$ cat config.mk
export PLATFORM = sky130hd
export DESIGN_NAME = sd_spi_block_transfer_engine_core_flat
export DESIGN_NICKNAME = d
export VERILOG_FILES = /design/src/hw/rtl/sdspi_pkg.sv /design/src/hw/rtl/sdspi_stream_if.sv /design/src/hw/rtl/sd_spi_block_transfer_engine_core.sv /design/src/flat_wrapper.sv
export SDC_FILE = /design/constraint.sdc
export NUM_CORES = 1
export LEC_CHECK = 0
export BUFFER_PORTS_ARGS = -buffer_cell sky130_fd_sc_hd__buf_2
export CAP_MARGIN = 30
export CORE_MARGIN = 3
export CORE_UTILIZATION = 45
export CTS_CLUSTER_SIZE = 12
export DETAILED_ROUTE_END_ITERATION = 8
export PLACE_DENSITY = 0.66
export SLEW_MARGIN = 20
export SYNTH_ARGS = -nofsm -noshare
export SYNTH_HDL_FRONTEND = slang
export SYNTH_SLANG_ARGS = --single-unit
$ cat constraint.sdc
create_clock -name i_clk -period 5.2 [get_ports i_clk]
set_input_delay 1.3 -clock i_clk [delete_from_list [all_inputs] [get_ports i_clk]]
set_output_delay 1.3 -clock i_clk [all_outputs]
set_load 0.005 [all_outputs]
$ cat src/hw/rtl/sdspi_pkg.sv
`timescale 1ns / 1ps
`default_nettype none
// ----------------------------------------------------------------------------
// sdspi_pkg
// shared types and constants of the spi-mode sd block transfer engine
// ----------------------------------------------------------------------------
package sdspi_pkg;

    localparam int unsigned BlockBytes = 512;
    localparam int unsigned WakeBytes  = 10;

    typedef enum logic [4:0] {
        PH_IDLE, PH_WAKE, PH_CMD0, PH_CMD8, PH_R7, PH_CMD55, PH_CMD41, PH_CMD58,
        PH_OCR, PH_CMD17, PH_TOKEN, PH_RDATA, PH_RCRC, PH_CMD24, PH_WTOKEN,
        PH_WDATA, PH_WCRC, PH_WRESP, PH_BUSY
    } t_phase;

    typedef enum logic [2:0] {
        OP_NONE = 3'd0, OP_INIT = 3'd1, OP_READ = 3'd2, OP_WRITE = 3'd3,
        OP_APPEND = 3'd4
    } t_op;

    typedef enum logic [2:0] {
        ST_OK = 3'd0, ST_NOT_READY = 3'd1, ST_NO_IDLE = 3'd2, ST_INIT_TIMEOUT = 3'd3,
        ST_CMD_REJECTED = 3'd4, ST_TOKEN_TIMEOUT = 3'd5, ST_DATA_REJECTED = 3'd6
    } t_status;

    typedef enum logic [2:0] {
        REG_RING_START = 3'd0, REG_RING_TOTAL = 3'd1, REG_RESP_TRIES = 3'd2,
        REG_INIT_TRIES = 3'd3, REG_TOKEN_TRIES = 3'd4, REG_BUSY_TRIES = 3'd5
    } t_reg;

    typedef struct packed {
        logic [2:0]  operation;
        logic [31:0] block_address;
        logic [7:0]  card_byte;
        logic [7:0]  payload_byte;
    } t_req;

    typedef struct packed {
        logic [7:0] tx_byte;
        logic       exchange_request;
        logic       chip_select_active;
        logic       pause_ms;
        logic       payload_taken;
        logic [7:0] read_byte;
        logic       read_valid;
        logic       done_res;
        logic [2:0] status;
        logic       card_ready;
    } t_rsp;

    // byte i of a six-byte command frame
    function automatic logic [7:0] cmd_byte(t_phase p, logic [2:0] i, logic [31:0] tgt);
        logic [5:0]  cmd;
        logic [31:0] arg;
        logic [7:0]  crc;
        logic [7:0]  res;
        cmd = 6'd24; arg = tgt; crc = 8'h00;
        unique case (p)
            PH_CMD0:  begin cmd = 6'd0;  arg = 32'h0;          crc = 8'h94; end
            PH_CMD8:  begin cmd = 6'd8;  arg = 32'h000001AA;   crc = 8'h86; end
            PH_CMD55: begin cmd = 6'd55; arg = 32'h0;          end
            PH_CMD41: begin cmd = 6'd41; arg = 32'h40000000;   end
            PH_CMD58: begin cmd = 6'd58; arg = 32'h0;          end
            PH_CMD17: begin cmd = 6'd17; arg = tgt;            end
            default:  begin cmd = 6'd24; arg = tgt;            end
        endcase
        case (i)
            3'd0:    res = {2'b01, cmd};
            3'd1:    res = arg[31:24];
            3'd2:    res = arg[23:16];
            3'd3:    res = arg[15:8];
            3'd4:    res = arg[7:0];
            default: res = crc | 8'h01;
        endcase
        return res;
    endfunction

endpackage
`default_nettype wire

$ cat src/hw/rtl/sdspi_stream_if.sv
`timescale 1ns / 1ps
`default_nettype none
// ----------------------------------------------------------------------------
// sdspi_stream_if
// valid/ready channel carrying one payload word
// ----------------------------------------------------------------------------
interface sdspi_stream_if #(parameter type T = logic);
    logic valid;
    logic ready;
    T     data;
    modport source (output valid, output data, input ready);
    modport sink (input valid, input data, output ready);
endinterface
`default_nettype wire

$ cat src/hw/rtl/sd_spi_block_transfer_engine_core.sv
`timescale 1ns / 1ps
`default_nettype none
// ----------------------------------------------------------------------------
// sd_spi_block_transfer_engine_core
// spi-mode sd card sequencer: init, block read, block write, ring append
// ----------------------------------------------------------------------------
// One input transaction is one finished spi byte exchange (or an operation
// start while idle) and gives exactly one result transaction naming the next
// byte to send. The sequencer step is combinational logic on the phase, counter
// and target registers, so a new transaction is taken every cycle unless the
// result register is full and the sink stalls; the result is registered, held
// while the sink stalls and replaced in the same cycle it is taken.
module sd_spi_block_transfer_engine_core (
    input  wire         i_clk,
    input  wire         i_rst_n,
    input  wire         i_cfg_we,
    input  wire  [2:0]  i_cfg_index,
    input  wire  [31:0] i_cfg_data,
    sdspi_stream_if.sink   s_in,
    sdspi_stream_if.source m_out
);
    logic [31:0] r_ring_start, r_ring_total;
    logic [7:0]  r_resp_tries;
    logic [15:0] r_init_tries, r_token_tries, r_busy_tries;

    sdspi_pkg::t_phase r_phase, n_phase;
    logic [15:0] r_byte_count, n_byte_count, r_try_count, n_try_count;
    logic [31:0] r_target, n_target, r_ring_ptr, n_ring_ptr;
    logic        r_ready, n_ready, r_ring_mode, n_ring_mode;

    sdspi_pkg::t_rsp r_out, n_out;
    logic            r_out_valid;

    logic accept;
    assign s_in.ready  = !r_out_valid || m_out.ready;
    assign accept      = s_in.valid && s_in.ready;
    assign m_out.valid = r_out_valid;
    assign m_out.data  = r_out;

    // effective try limits: zero acts as one
    logic [7:0]  resp_lim;
    logic [15:0] init_lim, token_lim, busy_lim;
    assign resp_lim  = (r_resp_tries == '0) ? 8'd1 : r_resp_tries;
    assign init_lim  = (r_init_tries == '0) ? 16'd1 : r_init_tries;
    assign token_lim = (r_token_tries == '0) ? 16'd1 : r_token_tries;
    assign busy_lim  = (r_busy_tries == '0) ? 16'd1 : r_busy_tries;

    logic [32:0] ring_next, ring_end;
    assign ring_next = {1'b0, r_ring_ptr} + 33'd1;
    assign ring_end  = {1'b0, r_ring_start} + {1'b0, r_ring_total};

    logic [15:0] poll_idx;
    assign poll_idx = r_byte_count - 16'd6;

    always_comb begin
        logic [7:0] cb;
        logic [7:0] pay;
        cb  = s_in.data.card_byte;
        pay = s_in.data.payload_byte;
        n_phase = r_phase; n_byte_count = r_byte_count; n_try_count = r_try_count;
        n_target = r_target; n_ring_ptr = r_ring_ptr; n_ready = r_ready;
        n_ring_mode = r_ring_mode;
        n_out = '0;

        if (r_phase == sdspi_pkg::PH_IDLE) begin
            case (s_in.data.operation)
                sdspi_pkg::OP_INIT: begin
                    n_phase = sdspi_pkg::PH_WAKE; n_byte_count = 16'd1;
                    n_out.tx_byte = 8'hFF; n_out.exchange_request = 1'b1;
                end
                sdspi_pkg::OP_READ, sdspi_pkg::OP_WRITE: begin
                    n_target = s_in.data.block_address; n_ring_mode = 1'b0;
                    n_phase = (s_in.data.operation == sdspi_pkg::OP_READ)
                            ? sdspi_pkg::PH_CMD17 : sdspi_pkg::PH_CMD24;
                    n_byte_count = 16'd1;
                    n_out.tx_byte = sdspi_pkg::cmd_byte(n_phase, 3'd0, n_target);
                    n_out.exchange_request = 1'b1; n_out.chip_select_active = 1'b1;
                end
                sdspi_pkg::OP_APPEND: begin
                    if (!r_ready) begin
                        n_ring_mode = 1'b0; n_out.done_res = 1'b1;
                        n_out.status = sdspi_pkg::ST_NOT_READY;
                    end else begin
                        n_target = r_ring_ptr; n_ring_mode = 1'b1;
                        n_phase = sdspi_pkg::PH_CMD24; n_byte_count = 16'd1;
                        n_out.tx_byte = sdspi_pkg::cmd_byte(sdspi_pkg::PH_CMD24, 3'd0,
                                                            r_ring_ptr);
                        n_out.exchange_request = 1'b1; n_out.chip_select_active = 1'b1;
                    end
                end
                default: ;
            endcase
        end else begin
            // default for any exchange that asks for another byte
            n_out.exchange_request = 1'b1; n_out.chip_select_active = 1'b1;
            n_out.tx_byte = 8'hFF;
            unique case (r_phase)
                sdspi_pkg::PH_WAKE: begin
                    if (r_byte_count < 16'(sdspi_pkg::WakeBytes)) begin
                        n_byte_count = r_byte_count + 16'd1;
                        n_out.chip_select_active = 1'b0;
                    end else begin
                        n_phase = sdspi_pkg::PH_CMD0; n_byte_count = 16'd1;
                        n_out.tx_byte = sdspi_pkg::cmd_byte(sdspi_pkg::PH_CMD0, 3'd0,
                                                            r_target);
                    end
                end
                sdspi_pkg::PH_CMD0, sdspi_pkg::PH_CMD8, sdspi_pkg::PH_CMD55,
                sdspi_pkg::PH_CMD41, sdspi_pkg::PH_CMD58, sdspi_pkg::PH_CMD17,
                sdspi_pkg::PH_CMD24: begin
                    if (r_byte_count < 16'd6) begin
                        n_out.tx_byte = sdspi_pkg::cmd_byte(r_phase, r_byte_count[2:0],
                                                            r_target);
                        n_byte_count = r_byte_count + 16'd1;
                    end else if (r_byte_count == 16'd6) begin
                        n_byte_count = r_byte_count + 16'd1;
                    end else if (cb != 8'hFF || poll_idx >= {8'd0, resp_lim}) begin
                        // response byte handling
                        n_byte_count = 16'd1;
                        unique case (r_phase)
                            sdspi_pkg::PH_CMD0: begin
                                if (cb == 8'h01) begin
                                    n_phase = sdspi_pkg::PH_CMD8;
                                    n_out.tx_byte = sdspi_pkg::cmd_byte(
                                        sdspi_pkg::PH_CMD8, 3'd0, r_target);
                                end else begin
                                    n_phase = sdspi_pkg::PH_IDLE; n_ring_mode = 1'b0;
                                    n_out = '0; n_out.done_res = 1'b1;
                                    n_out.status = sdspi_pkg::ST_NO_IDLE;
                                end
                            end
                            sdspi_pkg::PH_CMD8: n_phase = sdspi_pkg::PH_R7;
                            sdspi_pkg::PH_CMD55: begin
                                n_phase = sdspi_pkg::PH_CMD41;
                                n_out.tx_byte = sdspi_pkg::cmd_byte(
                                    sdspi_pkg::PH_CMD41, 3'd0, r_target);
                            end
                            sdspi_pkg::PH_CMD41: begin
                                if (cb == 8'h00) begin
                                    n_phase = sdspi_pkg::PH_CMD58;
                                    n_out.tx_byte = sdspi_pkg::cmd_byte(
                                        sdspi_pkg::PH_CMD58, 3'd0, r_target);
                                end else begin
                                    n_try_count = r_try_count + 16'd1;
                                    if (n_try_count >= init_lim) begin
                                        n_phase = sdspi_pkg::PH_IDLE; n_ring_mode = 1'b0;
                                        n_out = '0; n_out.done_res = 1'b1;
                                        n_out.status = sdspi_pkg::ST_INIT_TIMEOUT;
                                    end else begin
                                        n_phase = sdspi_pkg::PH_CMD55;
                                        n_out.pause_ms = 1'b1;
                                        n_out.tx_byte = sdspi_pkg::cmd_byte(
                                            sdspi_pkg::PH_CMD55, 3'd0, r_target);
                                    end
                                end
                            end
                            sdspi_pkg::PH_CMD58: n_phase = sdspi_pkg::PH_OCR;
                            sdspi_pkg::PH_CMD17: begin
                                if (cb == 8'h00) begin
                                    n_phase = sdspi_pkg::PH_TOKEN; n_try_count = 16'd1;
                                end else begin
                                    n_phase = sdspi_pkg::PH_IDLE; n_ring_mode = 1'b0;
                                    n_out = '0; n_out.done_res = 1'b1;
                                    n_out.status = sdspi_pkg::ST_CMD_REJECTED;
                                end
                            end
                            default: begin
                                if (cb == 8'h00) begin
                                    n_phase = sdspi_pkg::PH_WTOKEN; n_out.tx_byte = 8'hFE;
                                    n_byte_count = r_byte_count;
                                end else begin
                                    n_phase = sdspi_pkg::PH_IDLE; n_ring_mode = 1'b0;
                                    n_out = '0; n_out.done_res = 1'b1;
                                    n_out.status = sdspi_pkg::ST_CMD_REJECTED;
                                end
                            end
                        endcase
                    end else begin
                        n_byte_count = r_byte_count + 16'd1;
                    end
                end
                sdspi_pkg::PH_R7, sdspi_pkg::PH_OCR: begin
                    if (r_byte_count < 16'd4) begin
                        n_byte_count = r_byte_count + 16'd1;
                    end else if (r_phase == sdspi_pkg::PH_R7) begin
                        n_try_count = '0; n_phase = sdspi_pkg::PH_CMD55;
                        n_byte_count = 16'd1;
                        n_out.tx_byte = sdspi_pkg::cmd_byte(sdspi_pkg::PH_CMD55, 3'd0,
                                                            r_target);
                    end else begin
                        n_ready = 1'b1; n_ring_ptr = r_ring_start;
                        n_phase = sdspi_pkg::PH_IDLE; n_ring_mode = 1'b0;
                        n_out = '0; n_out.done_res = 1'b1;
                        n_out.status = sdspi_pkg::ST_OK;
                    end
                end
                sdspi_pkg::PH_TOKEN: begin
                    if (cb == 8'hFE) begin
                        n_phase = sdspi_pkg::PH_RDATA; n_byte_count = 16'd1;
                    end else if (r_try_count >= token_lim) begin
                        n_phase = sdspi_pkg::PH_IDLE; n_ring_mode = 1'b0;
                        n_out = '0; n_out.done_res = 1'b1;
                        n_out.status = sdspi_pkg::ST_TOKEN_TIMEOUT;
                    end else begin
                        n_try_count = r_try_count + 16'd1;
                    end
                end
                sdspi_pkg::PH_RDATA: begin
                    n_out.read_byte = cb; n_out.read_valid = 1'b1;
                    if (r_byte_count < 16'(sdspi_pkg::BlockBytes)) begin
                        n_byte_count = r_byte_count + 16'd1;
                    end else begin
                        n_phase = sdspi_pkg::PH_RCRC; n_byte_count = 16'd1;
                    end
                end
                sdspi_pkg::PH_RCRC: begin
                    if (r_byte_count < 16'd2) begin
                        n_byte_count = r_byte_count + 16'd1;
                    end else begin
                        n_phase = sdspi_pkg::PH_IDLE; n_ring_mode = 1'b0;
                        n_out = '0; n_out.done_res = 1'b1;
                        n_out.status = sdspi_pkg::ST_OK;
                    end
                end
                sdspi_pkg::PH_WTOKEN: begin
                    n_phase = sdspi_pkg::PH_WDATA; n_byte_count = 16'd1;
                    n_out.tx_byte = pay; n_out.payload_taken = 1'b1;
                end
                sdspi_pkg::PH_WDATA: begin
                    if (r_byte_count < 16'(sdspi_pkg::BlockBytes)) begin
                        n_byte_count = r_byte_count + 16'd1;
                        n_out.tx_byte = pay; n_out.payload_taken = 1'b1;
                    end else begin
                        n_phase = sdspi_pkg::PH_WCRC; n_byte_count = 16'd1;
                    end
                end
                sdspi_pkg::PH_WCRC: begin
                    if (r_byte_count < 16'd2) begin
                        n_byte_count = r_byte_count + 16'd1;
                    end else begin
                        n_phase = sdspi_pkg::PH_WRESP;
                    end
                end
                sdspi_pkg::PH_WRESP: begin
                    if ((cb & 8'h1F) != 8'h05) begin
                        n_phase = sdspi_pkg::PH_IDLE; n_ring_mode = 1'b0;
                        n_out = '0; n_out.done_res = 1'b1;
                        n_out.status = sdspi_pkg::ST_DATA_REJECTED;
                    end else begin
                        n_phase = sdspi_pkg::PH_BUSY; n_try_count = 16'd1;
                    end
                end
                sdspi_pkg::PH_BUSY: begin
                    if (cb != 8'h00 || r_try_count >= busy_lim) begin
                        // busy timeout still ends ok
                        if (r_ring_mode) begin
                            n_ring_ptr = (ring_next >= ring_end) ? r_ring_start
                                                                 : ring_next[31:0];
                        end
                        n_phase = sdspi_pkg::PH_IDLE; n_ring_mode = 1'b0;
                        n_out = '0; n_out.done_res = 1'b1;
                        n_out.status = sdspi_pkg::ST_OK;
                    end else begin
                        n_try_count = r_try_count + 16'd1;
                    end
                end
                default: begin
                    n_phase = sdspi_pkg::PH_IDLE; n_out = '0;
                end
            endcase
        end
        n_out.card_ready = n_ready;
    end

    // configuration registers
    always_ff @(posedge i_clk) begin
        if (!i_rst_n) begin
            r_ring_start <= 32'd1000; r_ring_total <= 32'd8388608;
            r_resp_tries <= 8'd8; r_init_tries <= 16'd1000;
            r_token_tries <= 16'd1000; r_busy_tries <= 16'd50000;
        end else if (i_cfg_we) begin
            case (i_cfg_index)
                sdspi_pkg::REG_RING_START:  r_ring_start  <= i_cfg_data;
                sdspi_pkg::REG_RING_TOTAL:  r_ring_total  <= i_cfg_data;
                sdspi_pkg::REG_RESP_TRIES:  r_resp_tries  <= i_cfg_data[7:0];
                sdspi_pkg::REG_INIT_TRIES:  r_init_tries  <= i_cfg_data[15:0];
                sdspi_pkg::REG_TOKEN_TRIES: r_token_tries <= i_cfg_data[15:0];
                sdspi_pkg::REG_BUSY_TRIES:  r_busy_tries  <= i_cfg_data[15:0];
                default: ;
            endcase
        end
    end

    // sequencer state and result register
    always_ff @(posedge i_clk) begin
        if (!i_rst_n) begin
            r_phase <= sdspi_pkg::PH_IDLE; r_byte_count <= '0; r_try_count <= '0;
            r_target <= '0; r_ring_ptr <= 32'd1000; r_ready <= 1'b0;
            r_ring_mode <= 1'b0; r_out_valid <= 1'b0;
        end else begin
            if (accept) begin
                r_phase <= n_phase; r_byte_count <= n_byte_count;
                r_try_count <= n_try_count; r_target <= n_target;
                r_ring_ptr <= n_ring_ptr; r_ready <= n_ready;
                r_ring_mode <= n_ring_mode;
                r_out_valid <= 1'b1;
            end else if (m_out.ready) begin
                r_out_valid <= 1'b0;
            end
        end
    end

    always_ff @(posedge i_clk) begin
        if (accept) begin
            r_out <= n_out;
        end
    end
endmodule
`default_nettype wire

$ cat src/flat_wrapper.sv
// flat-port wrapper written by rule: the top's interface ports become plain ports
module sd_spi_block_transfer_engine_core_flat 
  (i_clk, i_rst_n, i_cfg_we, i_cfg_index, i_cfg_data, s_in_valid, s_in_data, s_in_ready, m_out_valid, m_out_data, m_out_ready);
  sdspi_stream_if #(.T(sdspi_pkg::t_req)) s_in_i ();
  sdspi_stream_if #(.T(sdspi_pkg::t_rsp)) m_out_i ();
  input  wire i_clk;
  input  wire i_rst_n;
  input  wire i_cfg_we;
  input  wire  [2:0] i_cfg_index;
  input  wire  [31:0] i_cfg_data;
  input wire logic [$bits(s_in_i.valid)-1:0] s_in_valid;
  input wire logic [$bits(s_in_i.data)-1:0] s_in_data;
  output wire logic [$bits(s_in_i.ready)-1:0] s_in_ready;
  output wire logic [$bits(m_out_i.valid)-1:0] m_out_valid;
  output wire logic [$bits(m_out_i.data)-1:0] m_out_data;
  input wire logic [$bits(m_out_i.ready)-1:0] m_out_ready;
  assign s_in_i.valid = s_in_valid;
  assign s_in_i.data = s_in_data;
  assign s_in_ready = s_in_i.ready;
  assign m_out_valid = m_out_i.valid;
  assign m_out_data = m_out_i.data;
  assign m_out_i.ready = m_out_ready;
  sd_spi_block_transfer_engine_core u_core (.i_clk(i_clk), .i_rst_n(i_rst_n), .i_cfg_we(i_cfg_we), .i_cfg_index(i_cfg_index), .i_cfg_data(i_cfg_data), .s_in(s_in_i), .m_out(m_out_i));
endmodule
==> reports/results.txt <==
status = completed
Die ar. = 38140 um2
Post-CTS Resized = 0
antenna diode count = 0
HP Class = flip-flop to flip-flop
xor/xnor share of the synthesized area = 4.345%
gpl congestion = 0.9715
total congestion overflow = 0
initial antenna violation count = 1
pre-CTS setup slack = 331.5 ps
most frequent cells after synthesis = nand2_1 (429), dfxtp_1 (224), a21oi_1 (201), nor2_1 (136), ha_1 (129)
Nets = 2396
adder-cell share of the synthesized area = 10.13%
Via-to-Cell Ratio = 5.964
vias in the first global route = 14500
synthesized area per cell = 7.668 um2
Yosys warning total = 0
DRT Pass-1 Iters = 6
pwr dens = 266.4 nW/um2
post-detail-place hpwl = 39210 um
final hold vios = 0
fin crit period = 4774 ps
peak supply drop = 0.0002510 V
Post-CTS Setup Repair Bufs = 0
Worst slew margin = 37.97%
layout cells sized above 1 = 10.12%
CTS Sinks = 250
post-synth net total = 2324
PnR worst setup slack = 426.1 ps
WL/cell = 19.55 um
Worst Setup Start Kind = flip-flop
Area Overhead vs Synth = 12.12%
largest family of logic cells by synthesized area = simple AND/OR/NAND/NOR gates
row count = 68
compound-cell area share of the yosys netlist = 21.31%
Critical Path AT = 5240 ps
CTS tree = yes
all-layer global routing usage = 26.07%
placed instance area = 17160 um2
launching point of the worst reg2reg path = u_core.r_ring_ptr[0]
I/O Pins = 119
Slew Limit Fails = 0
dominant synthesized flop cell = dfxtp_1
Synth area leader = dfxtp_1
fin crit share = 91.81%
Chip Width = 195.3 um
Cell variety after synth = 71
via count = 15790
Starting Density = 46.11%
Slew @ Worst Pin = 922.0 ps
ys async rst share = 0%
Post-route DRC = 0
synthesized area = 16130 um2
first-pass GRT wire length = 81190 um
Detailed Route WL = 51760 um
Synth area leaders = dfxtp_1 (28%), ha_1 (10%), nand2_1 (10%)
# port buffers = 118
Simple-Gate Fraction of Synth Area = 24.69%
kind of critical path = flip-flop to flip-flop
number of synthesized flops with an enable pin = 26
hold wc startpoint = u_core.r_byte_count[14]
Yosys top cell area share = 27.81%
Worst setup EP type = flip-flop
Core Area = 34970 um2
Max Freq = 209.5 MHz
largest net degree at the start of global routing = 71
maxcap violations = 0
H-tree depth = 1
Leakage = 0.007268 uW
#FFs+latches synth = 250
Crit Path Max Fanout = 46
clk buf depth = 3
RSZ-0062 raised after global routing = false
Starting DRT DRC Count = 1654
WHS = 454.8 ps
fin area = 18080 um2
post-synthesis sequential area ratio = 32.65%
Sum Neg Setup Slack = 0 ps
Die H = 195.3 um
cts bufs inserted = 29
cell count after synthesis = 2103
most frequent cell after synthesis = nand2_1
crit path from = u_core.r_ring_ptr[0]
post-synthesis mux area share = 2.297%
required time worst endpoint = 5670 ps
clock skew = 28.09 ps
hold_buf cts = 0
clock root cell = clkbuf_16
Fill cells = 3344
Setup-failing EPs final = 0
latest clock arrival within the worst-skew pair = 570 ps
DRT antenna net count = 0
CTS clk-pin slew, worst paths = 60 ps
[worst paths after layout]
check	endpoint	slack (ps)	cells past startpoint
min reg2reg	u_core.r_byte_count[14]	450	1
max	u_core.r_ring_ptr[0]	430	17
min	u_core.r_byte_count[14]	450	1
max reg2reg	u_core.r_ring_ptr[0]	430	17
[metal layers]
layer  vias up  global-route usage (%)  part of all wire [%]
li1       7683                       -                     -
met3        84                   3.433                   7.6
met5         -                       0                     0
met1      7390                   40.23                    48
met4         0                   6.337                   2.4
met2       635                   38.31                    42
[cell families after synthesis]
group,Yosys count
DFF,250
muxes,37
and+or+nand+nor,871
xor gates and xnor gates,80
buffers and inverters,194
adders and majority gates,130
AOI/OAI and AO/OA,541
[worst max-delay path, cell delays in order, from the launching register on]
cell and delay [ps]:
dfxtp_1 460, ha_1 250, nand3_1 260, or4_4 650
or2_2 360, nor3_1 250, nand2_1 110, xnor2_1 250
ha_1 300, a21o_1 180, a21o_1 180, a221oi_2 300
nor2_1 110, a211oi_4 240, clkbuf_16 330, o21a_1 150
nor2_1 40, a311oi_1 240
[layout by cell type, fill, tap and decap left out, drive strengths merged, types with 45 or more instances in the layout]
cell type / instances
nand2: 429
dfxtp: 224
a21oi: 201
buf: 153
nor2: 136
ha: 129
o21ai: 103
nand3: 83
inv: 80
clkbuf: 45
[flip-flops by register name (all words and copies together) (netlist names), 5 cells and up]
signal,count
u_core.r_try_count,16
u_core.m_out.data,26
u_core.r_token_tries,16
u_core.r_byte_count,16
u_core.r_init_tries,16
u_core.r_phase,5
u_core.r_ring_start,32
u_core.r_busy_tries,16
u_core.r_ring_ptr,32
u_core.r_resp_tries,8
u_core.r_target,32
u_core.r_ring_total,32
[stage by stage]
stage / util (%) / instances / power [uW]
finish: 51.70 / 2648 / 4817
global route: 51.70 / 2648 / 5014
CTS: 51.60 / 2645 / 4838
detailed placement: 49.07 / 2596 / 2924
global placement: 48.98 / 2593 / 2909
floorplan: - / 2103 / 2634
[where the power goes]
| group | internal [uW] | switching (uW) | total (uW) |
|---|---|---|---|
| Clock | 1110 | 804 | 1910 |
| Combinational | 279 | 526 | 804 |
| Sequential | 2040 | 57.3 | 2100 |
| Total | 3430 | 1390 | 4820 |
[area by class of cell]
type	instances	area [um2]	share of cell area (%)
Multi-Input combinational cell	1659	10170	56.24
Sequential cell	250	5265	29.12
Timing Repair Buffer	156	895.9	4.955
Clock buffer	42	839.6	4.644
Tap cell	455	569.3	3.149
Inverter	79	299.0	1.654
Clock inverter	7	43.79	0.2422
(Power assumes the default switching activity.)
